===== config.mk =====
export PLATFORM = sky130hd
export DESIGN_NAME = icc_mac_cell
export DESIGN_NICKNAME = d
export VERILOG_FILES = /design/src/design/icc_pkg.sv /design/src/design/icc_mac_cell.sv
export SDC_FILE = /design/constraint.sdc
export NUM_CORES = 2
export LEC_CHECK = 0
export BUFFER_PORTS_ARGS = -buffer_cell sky130_fd_sc_hd__buf_4
export CAP_MARGIN = 5
export CORE_MARGIN = 3
export CORE_UTILIZATION = 39
export CTS_CLUSTER_SIZE = 10
export DETAILED_ROUTE_END_ITERATION = 6
export SYNTH_ARGS = -nofsm -noshare
export SYNTH_HDL_FRONTEND = slang
export SYNTH_SLANG_ARGS = --single-unit

===== constraint.sdc =====
create_clock -name clk -period 0.95 [get_ports clk]
set_clock_uncertainty 0.1 [all_clocks]
set_input_delay 0.0475 -clock clk [delete_from_list [all_inputs] [get_ports clk]]
set_output_delay 0.0475 -clock clk [all_outputs]
set_load 0.02 [all_outputs]

===== src/design/icc_pkg.sv =====
// ----------------------------------------------------------------------------
// icc_pkg
// Shared types and constants of the index coordinate converter: field widths,
// command and register codes and the beat that travels along the cell chain.
// ----------------------------------------------------------------------------
package icc_pkg;

    localparam int DIMS      = 4;
    localparam int DIM_W     = 2;
    localparam int COORD_W   = 16;
    localparam int LIN_W     = 64;
    localparam int CNT_W     = 3;
    localparam int ADDR_W    = 5;
    localparam int DATA_W    = 32;
    // Quotient bits resolved by one division cell.
    localparam int DIV_BITS  = 4;
    localparam int DIV_CELLS = LIN_W / DIV_BITS;
    // One multiply-accumulate cell plus the division cells for each dimension.
    localparam int SEG_LEN   = DIV_CELLS + 1;
    localparam int CHAIN_LEN = DIMS * SEG_LEN;

    typedef logic [COORD_W-1:0] coord_t;
    typedef logic [LIN_W-1:0]   lin_t;

    typedef enum logic
    {
        CMD_TO_LINEAR = 1'b0,
        CMD_TO_COORD  = 1'b1
    } cmd_t;

    typedef enum logic [2:0]
    {
        REG_DIM_COUNT  = 3'd0,
        REG_DIM_SIZE_0 = 3'd1,
        REG_DIM_SIZE_1 = 3'd2,
        REG_DIM_SIZE_2 = 3'd3,
        REG_DIM_SIZE_3 = 3'd4
    } reg_idx_t;

    // Item state carried from cell to cell. The word holds the running index
    // sum when linearising and the remaining dividend/quotient when splitting.
    typedef struct packed
    {
        logic                  vld;
        cmd_t                  cmd;
        lin_t                  word;
        coord_t                rem;
        coord_t [DIMS-1:0]     coord;
    } beat_t;

endpackage


===== src/design/icc_mac_cell.sv =====
// ----------------------------------------------------------------------------
// icc_mac_cell
// One Horner step of the linearisation (sum times size plus coordinate). For
// a split it files the remainder of the previous dimension's division.
// ----------------------------------------------------------------------------
module icc_mac_cell
    import icc_pkg::*;
(
    input  logic               clk,
    input  logic               rst_n,
    input  logic               en,
    input  logic [DIM_W-1:0]   dim,
    input  logic [COORD_W-1:0] size,
    input  beat_t              beat_in,
    output beat_t              beat_out
);

    beat_t            beat_reg;
    beat_t            beat_next;
    logic [DIM_W-1:0] slot;

    // The division before this cell worked on dimension DIMS minus dim (modulo DIMS).
    assign slot = DIM_W'(-{1'b0, dim});

    // Next beat.
    always_comb
    begin
        beat_next = beat_in;
        if (beat_in.cmd == CMD_TO_LINEAR)
        begin
            beat_next.word = LIN_W'(beat_in.word * {{(LIN_W-COORD_W){1'b0}}, size})
                           + {{(LIN_W-COORD_W){1'b0}}, beat_in.coord[dim]};
        end
        else
        begin
            beat_next.coord[slot] = beat_in.rem;
            beat_next.rem         = '0;
        end
    end

    // Beat register; reset empties the cell.
    always_ff @(posedge clk or negedge rst_n)
    begin
        if (!rst_n)
        begin
            beat_reg <= '0;
        end
        else if (en)
        begin
            beat_reg <= beat_next;
        end
    end

    assign beat_out = beat_reg;

endmodule


==> flow_summary.ini <==
[die]
die_h_um = 307
initial_core_util_pct = 39.7
die-area_mm2 = 0.0945
coreArea_mm2 = 0.0892
die_width_um = 307
io_pins = 313
num_rows = 109

[logic_synthesis]
synth_cell_types = 65
synth_edf_count = 0
syn_area_mm2 = 0.0354
async_flop_share_pct = 100
synth.yosys.seq_area_share_pct = 10.3
yosys_most_used_dff = dfrtp_1
synth_area_per_cell_um2 = 8.70
syn_nets = 5152
ys_ff_latch = 146
syn_inst = 4071
yosys_warnings = 0

[sta]
holdWs_ps = -110
fin_crit_sh_pct = 607
setup_viol_count_final = 240
grt_setup_unrepaired = yes
min_period_ps = 5770
max_clock_freq_mhz = 173
fin_tns_setup_ps = -298390
fin_ws_ps = -4820
hold_viol_final = 20
finalMaxSlewViolations = 0
tightest_slew_ps = 507
slew_headroom_pct = 66.1

[global_routing]
antenna_found_initial = 2
grt_pass1_vias = 33200
grt_pass1_wl_um = 192000
track_usage_pct = 26.5
grt_max_degree = 49
grt-ovfl-total = 0

[cts]
root_buffer = clkbuf_16
clk_pin_slew_ps = 90
cts_buffers = 17
clock-sinks = 146
cts_tree = yes
h-tree-depth = 4
clock_path_buffers = 2
clk_latency_ps = 470

[critical_path]
end_kind = flip-flop
worst_setup_path_start_kind = input pin
r2r_end = beat_out[137]
worstPathMaxFanout = 6
r2r_slack_ps = -20
timing.rr.start = beat_out[137]
criticalPathCategory = in2reg
critPathRequiredTime_ps = 1210
cp.arrival_ps = 6030
worst-r2r-cell-count = 2

[finish]
final_common_cell = inv_1
finalNetCount = 5983
drive_above_1_share_pct = 28.8
largest_reg_flops = 146
final_cells = 6082
final_cell_mix = inv_1 (914), fa_1 (730), buf_4 (682)
area_growth_pct = 37.6

[run_status]
status = complete, but fails checks
violations = negative hold slack, negative setup slack

[placement]
dp.cells = 5851
dp_hpwl_um = 95700
port-buffer-count = 312
globalplace.congestion = 0.925
dp_slack_ps = -5690

[route]
num_vias = 31000
wl_um = 125000
wl_per_cell_um = 20.5
drc = 0
ant_nets = 0
drtPass1Iterations = 6
viasPerCell = 5.10
drt-initial-drc-count = 2255

[flow_run]
maxCapViolCount = 0

[worst_hold_path]
hp-class = in2async
-- cell type report --
| class | instances | area [µm²] |
|---|---|---|
| multi-input combinational | 2735 | 29400 |
| tap | 1165 | 1460 |
| sequential | 146 | 3670 |
| timing repair buffer | 1041 | 9970 |
| fill | 7928 | 40500 |
| antenna | 2 | 5.00 |
| clock inverter | 14 | 165 |
| clock buffer | 18 | 429 |
| inverter | 961 | 3610 |
-- synthesized netlist by cell type (5+ instances only) --
cell type  number  share of area (%)
dfrtp_1       146                 10
and3_1          6               0.11
a31o_2         19               0.47
o21ai_0        49               0.69
nand4_1        15               0.26
o211ai_1        5               0.11
ha_1          147                5.2
a31oi_1        18               0.32
o21a_1         10               0.21
nor2b_1        22               0.39
and2_1        320                5.7
nand2_1       657                7.0
nand3_1        18               0.25
mux4_2         16                1.0
a21oi_1       211                3.0
xnor2_1        53                1.3
or2_2           5              0.088
xor2_1         25               0.62
buf_1           8              0.085
mux2i_1        70                2.0
a211oi_1       10               0.21
nor2_1        169                1.8
nor3_1          8               0.11
fa_1          767                 43
clkbuf_1      204                2.2
buf_6           5               0.16
inv_1         961                 10
o21bai_1       15               0.32
nand2b_1        7               0.12
mux2_2          6               0.19
a21o_1         34               0.72
-- stage by stage --
| step | utilization [%] | cell area (µm²) |
|---|---|---|
| 3_5_place_dp | 48.6 | 43400 |
| 4_1_cts | 53.1 | 47400 |
| 2_1_floorplan | - | 36800 |
| 6_report | 54.6 | 48700 |
| 3_3_place_gp | 48.6 | 43400 |
| 5_1_grt | 54.6 | 48700 |
-- worst max-delay path: stages --
cell,delay [ps]
buf_16,130
bufbuf_16,280
nand2_1,80
fa_1,570
inv_1,60
fa_1,470
fa_1,480
fa_1,490
fa_1,500
inv_1,60
fa_1,480
inv_1,60
ha_4,240
a21o_1,250
a21oi_2,220
o21bai_1,130
a211oi_2,190
o21ai_1,100
a41o_4,310
a21oi_4,160
xor2_2,240
nor2_1,70
a21oi_1,140
buf_4,160
a21oi_2,50
-- logic make-up (layout without fill, tap and decap cells) --
group                      Yosys count  in the layout  synth area share, %
buffers and inverters             1190           2034                 12.9
and+or+nand+nor                   1243           1243                 16.1
other                                0              2                    0
AOI/OAI and AO/OA                  408            408                 7.01
xor gates and xnor gates            78             78                 1.93
muxes                               92             92                 3.19
DFF                                146            146                 10.3
adders and majority gates          914            914                 48.6
-- layer usage --
layer,part of all wire (%),GRT usage (%),vias up,routed length [µm]
li1,-,-,13600,-
met1,42,36.3,15900,51800
met2,47,43.5,1249,58900
met3,7.5,3.86,261,9360
met4,3.7,8.25,0,4680
met5,0,0,-,0
-- how the worst max path moves through the flow --
stage | startpoint | end | slack (ps) | cells after the start
2_1_floorplan | size[12] | beat_out[140] | -5080 | 26
3_3_place_gp | size[1] | beat_out[143] | -5650 | 26
3_5_place_dp | size[1] | beat_out[143] | -5690 | 26
4_1_cts | size[4] | beat_out[140] | -4830 | 24
5_1_grt | beat_in[85] | beat_out[140] | -4940 | 25
6_report | size[7] | beat_out[123] | -4820 | 25
-- timing repair --
| item | in CTS | in global routing |
|---|---|---|
| gates resized for setup | 395 | 250 |
| pin swaps | 173 | 173 |
| hold buffers | 119 | 1 |
| endpoints found under the setup margin | 230 | 264 |
| buffers inserted | 45 | 35 |
| gates cloned | 13 | 5 |
| endpoints found under the hold margin | 265 | 19 |
Power is not shown: default switching activity piles up to over one toggle a cycle in this logic, so the estimate is an artifact.
