==> config.mk <==
export PLATFORM = sky130hd
export DESIGN_NAME = icc_div_cell
export DESIGN_NICKNAME = d
export VERILOG_FILES = /design/src/design/icc_pkg.sv /design/src/design/icc_div_cell.sv
export SDC_FILE = /design/constraint.sdc
export NUM_CORES = 1
export LEC_CHECK = 0
export BUFFER_PORTS_ARGS = -buffer_cell sky130_fd_sc_hd__buf_2
export CORE_MARGIN = 5
export CORE_UTILIZATION = 47
export CTS_CLUSTER_SIZE = 40
export DETAILED_ROUTE_END_ITERATION = 16
export PLACE_DENSITY = 0.78
export SYNTH_ARGS = -nofsm -noshare
export SYNTH_HDL_FRONTEND = slang
export SYNTH_SLANG_ARGS = --single-unit
==> constraint.sdc <==
create_clock -name clk -period 1 [get_ports clk]
set_input_delay 0.15 -clock clk [delete_from_list [all_inputs] [get_ports clk]]
set_output_delay 0.15 -clock clk [all_outputs]
set_load 0.05 [all_outputs]
==> src/design/icc_pkg.sv <==
// ----------------------------------------------------------------------------
// icc_pkg
// Shared types and constants of the index coordinate converter: field widths,
// command and register codes and the beat that travels along the cell chain.
// ----------------------------------------------------------------------------
package icc_pkg;

    localparam int DIMS      = 4;
    localparam int DIM_W     = 2;
    localparam int COORD_W   = 16;
    localparam int LIN_W     = 64;
    localparam int CNT_W     = 3;
    localparam int ADDR_W    = 5;
    localparam int DATA_W    = 32;
    // Quotient bits resolved by one division cell.
    localparam int DIV_BITS  = 4;
    localparam int DIV_CELLS = LIN_W / DIV_BITS;
    // One multiply-accumulate cell plus the division cells for each dimension.
    localparam int SEG_LEN   = DIV_CELLS + 1;
    localparam int CHAIN_LEN = DIMS * SEG_LEN;

    typedef logic [COORD_W-1:0] coord_t;
    typedef logic [LIN_W-1:0]   lin_t;

    typedef enum logic
    {
        CMD_TO_LINEAR = 1'b0,
        CMD_TO_COORD  = 1'b1
    } cmd_t;

    typedef enum logic [2:0]
    {
        REG_DIM_COUNT  = 3'd0,
        REG_DIM_SIZE_0 = 3'd1,
        REG_DIM_SIZE_1 = 3'd2,
        REG_DIM_SIZE_2 = 3'd3,
        REG_DIM_SIZE_3 = 3'd4
    } reg_idx_t;

    // Item state carried from cell to cell. The word holds the running index
    // sum when linearising and the remaining dividend/quotient when splitting.
    typedef struct packed
    {
        logic                  vld;
        cmd_t                  cmd;
        lin_t                  word;
        coord_t                rem;
        coord_t [DIMS-1:0]     coord;
    } beat_t;

endpackage

==> src/design/icc_div_cell.sv <==
// ----------------------------------------------------------------------------
// icc_div_cell
// Restoring division cell: shifts DIV_BITS (four) dividend bits into the partial
// remainder and shifts the quotient bits in behind them.
// ----------------------------------------------------------------------------
module icc_div_cell
    import icc_pkg::*;
(
    input  logic               clk,
    input  logic               rst_n,
    input  logic               en,
    input  logic [COORD_W-1:0] size,
    input  beat_t              beat_in,
    output beat_t              beat_out
);

    beat_t beat_reg;
    beat_t beat_next;

    // Division steps; the partial remainder stays below the divisor.
    always_comb
    begin
        logic [COORD_W:0]   trial;
        logic [COORD_W-1:0] r;
        lin_t               w;
        r         = beat_in.rem;
        w         = beat_in.word;
        beat_next = beat_in;
        for (int j = 0; j < DIV_BITS; j++)
        begin
            trial = {r, w[LIN_W-1]};
            w     = {w[LIN_W-2:0], 1'b0};
            if (trial >= {1'b0, size})
            begin
                trial = trial - {1'b0, size};
                w[0]  = 1'b1;
            end
            r = trial[COORD_W-1:0];
        end
        if (beat_in.cmd == CMD_TO_COORD)
        begin
            beat_next.rem  = r;
            beat_next.word = w;
        end
    end

    // Beat register; reset empties the cell.
    always_ff @(posedge clk or negedge rst_n)
    begin
        if (!rst_n)
        begin
            beat_reg <= '0;
        end
        else if (en)
        begin
            beat_reg <= beat_next;
        end
    end

    assign beat_out = beat_reg;

endmodule

==> flow_summary.toml <==
[synth]
ys.warnings.count = 0
post_syn_instances = 987
synthDistinctLibCells = 72
synthesis.area_per_instance_um2 = 9.90
synth-seq-cells = 146
synth_fp_nets = 1220
synth_top_area_share_pct = 37.4
yosysSeqAreaShare_pct = 37.4
synth_edf_count = 0
ys_dominant_reg_cell = "sky130_fd_sc_hd__dfrtp_1"
synth.top_cells.by_area = "sky130_fd_sc_hd__dfrtp_1 (37%), sky130_fd_sc_hd__mux2_2 (10%), sky130_fd_sc_hd__ha_1 (8.2%)"
synthesis.area_um2 = 9770
postSynth.asyncResetShare_pct = 100
synth_area_leader_cell = "sky130_fd_sc_hd__dfrtp_1"

[worst_setup_path]
r2r_start = "beat_out[69]"
critical_path.max_fanout = 7
signal_arrival_time_at_the_worst_endpoint_ns = 8.92
ff2ff_setup_slack_ns = -0.21
worst-endpoint-required_ns = 1.31
critical_path.max_stage_delay_ns = 0.49
cpMaxStageDelayCell = "sky130_fd_sc_hd__or4_4"
worst-setup-path-type = "input port to register"
critPathTopFamily = "compound AO/OA/AOI/OAI gates"
endpoint_kind = "register"
cp.buffers_inverters = 6
timing.rr.end = "beat_out[69]"
worst_r2r_path_depth = 4
crit_path_start_kind = "input port"
critical_path.most_common_cell = "sky130_fd_sc_hd__buf_4"

[power_and_ir_drop]
seq_power_share_pct = 14.8
cellLeakagePower_nw = 8.31
power.share.clock_pct = 13.3
power_switching_share_pct = 45.4
cellInternalPower_mw = 28.3
report.power.total_mw = 51.9
vdd_ir_drop_max_mv = 3.06
share_of_total_power_in_combinational_logic_pct = 71.8
power.density_cell_area_nw_per_um2 = 3030
power.switching_mw = 23.5

[routing]
via_per_inst = 6.09
drt_pre_antenna_iters = 6
detail_route.drc_violations = 0
detail-route-antenna-nets = 0
initialDrtViolationCount = 1122
routed-via-count = 12000
routed_len_inst_um = 25.3
post_detailed_routing_wire_length_mm = 49.9

[clocking]
cts.sink_count = 146
tritoncts_buffer_count = 17
clkTransAtPathRegs_ns = 0.07
max-clock-path-buffers = 2
htreeDepth = 4
insertion_delay_ns = 0.44
cts_root_buf = "sky130_fd_sc_hd__clkbuf_16"
cts_tree = "done"

[global_routing]
grt_overflow_total = 0
maximum_number_of_pins_on_one_net_before_global_route_repair = 48
grt_pass1_wl_mm = 67.4
antenna_found_initial = 2
grt_use_total_pct = 35.7
via_count_of_the_first_global_routing_pass = 12000

[sta]
layout_setup_ws_ns = -7.62
tightestPinTransition_ns = 0.439
slew_headroom_pct = 70.4
finalCritPeriodShare_pct = 862
fin_hold_ws_ns = 0.0108
rsz0062_at_grt = "yes"
finalClockSkew_ns = 0
hold_violations = 0
report.final.setup_viol = 174
slew_viol_final = 0
final.min_clock_period_ns = 8.62
max_freq_mhz = 116
aggregate_negative_setup_slack_ns = -161.21

[die]
die_w_um = 154
io_pins = 311
core_area_um2 = 20400
row_count = 52
fp.dieH_um = 154
fp.dieArea_um2 = 23800
floorplan.initialDensity_pct = 48.0

[placed_design]
placement.io_buffers = 310
gp_routability_congestion = 0.903
place_inst = 1781
placed_standard_cell_area_um2 = 13900
hpwlAfterDp_mm = 26.6

[layout]
post_route_cells_drive_above_1_share_pct = 51.9
area_growth_pct = 75.2
post-route-cell-area_um2 = 17100
final_layout_net_count = 1920
post_layout_nonfiller_instances = 1972
largest_reg_flops = 146

[flow_run]
max_cap_viol_count = 0

[min_path]
hold_class = "input port to register"
hold_depth = 2
timing.hold.worst_endpoint = "beat_out[45]"
hold_path_origin = "beat_in[45]"

[outcome]
violations = "negative setup slack"
run_status = "complete, but fails checks"
power groups by stage:
stage          clock, mW  sequential (mW)  combinational, mW
6_report            6.93             7.70               37.3
5_1_grt             7.10             7.75               38.5
4_1_cts             6.59             7.51               32.1
3_5_place_dp           0             7.39               27.9
3_3_place_gp           0             7.35               27.4
2_1_floorplan          0             10.5               14.0
kinds of logic (layout without fill, tap and decap cells):
kind of cell / Yosys count / count (layout) / share of synthesized area, %
mux: 169 / 169 / 18.6
other cells: 0 / 2 / 0
xor+xnor: 50 / 50 / 4.48
fa+ha+maj: 68 / 68 / 9.02
flops: 146 / 146 / 37.4
compound gates: 255 / 255 / 16.4
simple gates: 218 / 219 / 10.4
buf+inv: 81 / 793 / 3.71
routing by layer:
| layer | vias to the layer above | part of all wire [%] | global-route usage [%] |
|---|---|---|---|
| li1 | 4975 | - | - |
| met1 | 5602 | 33 | 39.4 |
| met2 | 1042 | 48 | 63.1 |
| met3 | 396 | 9.3 | 7.35 |
| met4 | 0 | 9.9 | 21.3 |
| met5 | - | 0 | 0 |
synthesized netlist by cell type, types with 6 or more instances:
cell,count
sky130_fd_sc_hd__dfrtp_1,146
sky130_fd_sc_hd__a21oi_1,116
sky130_fd_sc_hd__nor2_1,105
sky130_fd_sc_hd__mux2_2,91
sky130_fd_sc_hd__mux2i_1,76
sky130_fd_sc_hd__ha_1,64
sky130_fd_sc_hd__nand2_1,41
sky130_fd_sc_hd__inv_1,39
sky130_fd_sc_hd__o21ai_0,39
sky130_fd_sc_hd__xnor2_1,34
sky130_fd_sc_hd__clkbuf_1,23
sky130_fd_sc_hd__nor2b_1,20
sky130_fd_sc_hd__a21o_1,18
sky130_fd_sc_hd__xor2_1,16
sky130_fd_sc_hd__a31oi_1,14
sky130_fd_sc_hd__o21a_1,10
sky130_fd_sc_hd__nand3_1,8
sky130_fd_sc_hd__buf_1,7
sky130_fd_sc_hd__nand2b_1,7
sky130_fd_sc_hd__o211ai_1,7
sky130_fd_sc_hd__buf_6,6
worst reg2reg max path: stages (launching register included):
cell                      delay [ns]
sky130_fd_sc_hd__dfrtp_1        0.45
sky130_fd_sc_hd__nor2_1         0.16
sky130_fd_sc_hd__a21oi_1        0.10
sky130_fd_sc_hd__a31oi_4        0.15
sky130_fd_sc_hd__a21bo_2        0.24
what timing repair did:
item,4_1_cts,5_1_grt
hold buffers,65,0
gates resized for setup,334,34
pin swaps,13,9
hold endpoints to repair,210,0
setup endpoints to repair,166,167
buffers inserted,38,53
gates cloned,1,1
how the worst max path moves through the flow:
stage,endpoint,slack (ns),cells after the start,from
floorplan,beat_out[64],-7.53,44,size[2]
global placement,beat_out[64],-7.67,44,beat_in[143]
detailed placement,beat_out[64],-7.96,44,beat_in[143]
CTS,beat_out[64],-7.27,42,beat_in[143]
global route,beat_out[78],-7.78,42,size[1]
finish,beat_out[78],-7.62,42,size[1]
per-stage QoR:
stage	setup WS, ns	utilization, %
2_1_floorplan	-7.53	-
3_3_place_gp	-7.67	68.1
3_5_place_dp	-7.96	68.1
4_1_cts	-7.27	81.2
5_1_grt	-7.78	84.1
6_report	-7.62	84.1
final cells by class:
type,instances,area (µm²)
well taps,270,338
fillers,924,3250
flip-flops and latches,146,3650
clock buffers,17,425
multi-input cells,761,6340
repair buffers,721,5990
inverters,40,171
diodes,2,5.00
clock inverters,15,186
cells in the final DEF (no fill, tap or decap), types with 4 or more instances in the layout:
cell	Yosys	final
sky130_fd_sc_hd__buf_2	2	158
sky130_fd_sc_hd__and3_1	5	4
sky130_fd_sc_hd__nand3_1	8	7
sky130_fd_sc_hd__buf_4	3	325
sky130_fd_sc_hd__a31oi_1	14	12
sky130_fd_sc_hd__nand4_1	5	5
sky130_fd_sc_hd__nand2_1	41	39
sky130_fd_sc_hd__o21bai_1	5	5
sky130_fd_sc_hd__nor2_1	105	101
sky130_fd_sc_hd__mux2_2	91	86
sky130_fd_sc_hd__dlygate4sd3_1	0	65
sky130_fd_sc_hd__o211ai_1	7	7
sky130_fd_sc_hd__or3_1	4	4
sky130_fd_sc_hd__a21oi_2	1	13
sky130_fd_sc_hd__ha_4	0	17
sky130_fd_sc_hd__nor2b_1	20	17
sky130_fd_sc_hd__xnor2_1	34	33
sky130_fd_sc_hd__o21ai_0	39	25
sky130_fd_sc_hd__nand2b_1	7	6
sky130_fd_sc_hd__buf_6	6	154
sky130_fd_sc_hd__buf_12	0	16
sky130_fd_sc_hd__o21ai_1	1	13
sky130_fd_sc_hd__xor2_1	16	16
sky130_fd_sc_hd__dfrtp_1	146	145
sky130_fd_sc_hd__o21a_1	10	10
sky130_fd_sc_hd__o31a_1	4	4
sky130_fd_sc_hd__inv_1	39	31
sky130_fd_sc_hd__a21o_1	18	18
sky130_fd_sc_hd__inv_8	0	6
sky130_fd_sc_hd__a21oi_1	116	102
sky130_fd_sc_hd__ha_1	64	45
sky130_fd_sc_hd__clkinvlp_4	0	8
sky130_fd_sc_hd__a31o_2	4	4
sky130_fd_sc_hd__nor3_1	5	5
sky130_fd_sc_hd__mux2_4	2	7
sky130_fd_sc_hd__mux2i_2	0	4
sky130_fd_sc_hd__clkbuf_16	0	17
sky130_fd_sc_hd__mux2i_1	76	69
Note: power is estimated with default switching activity, not from simulation.
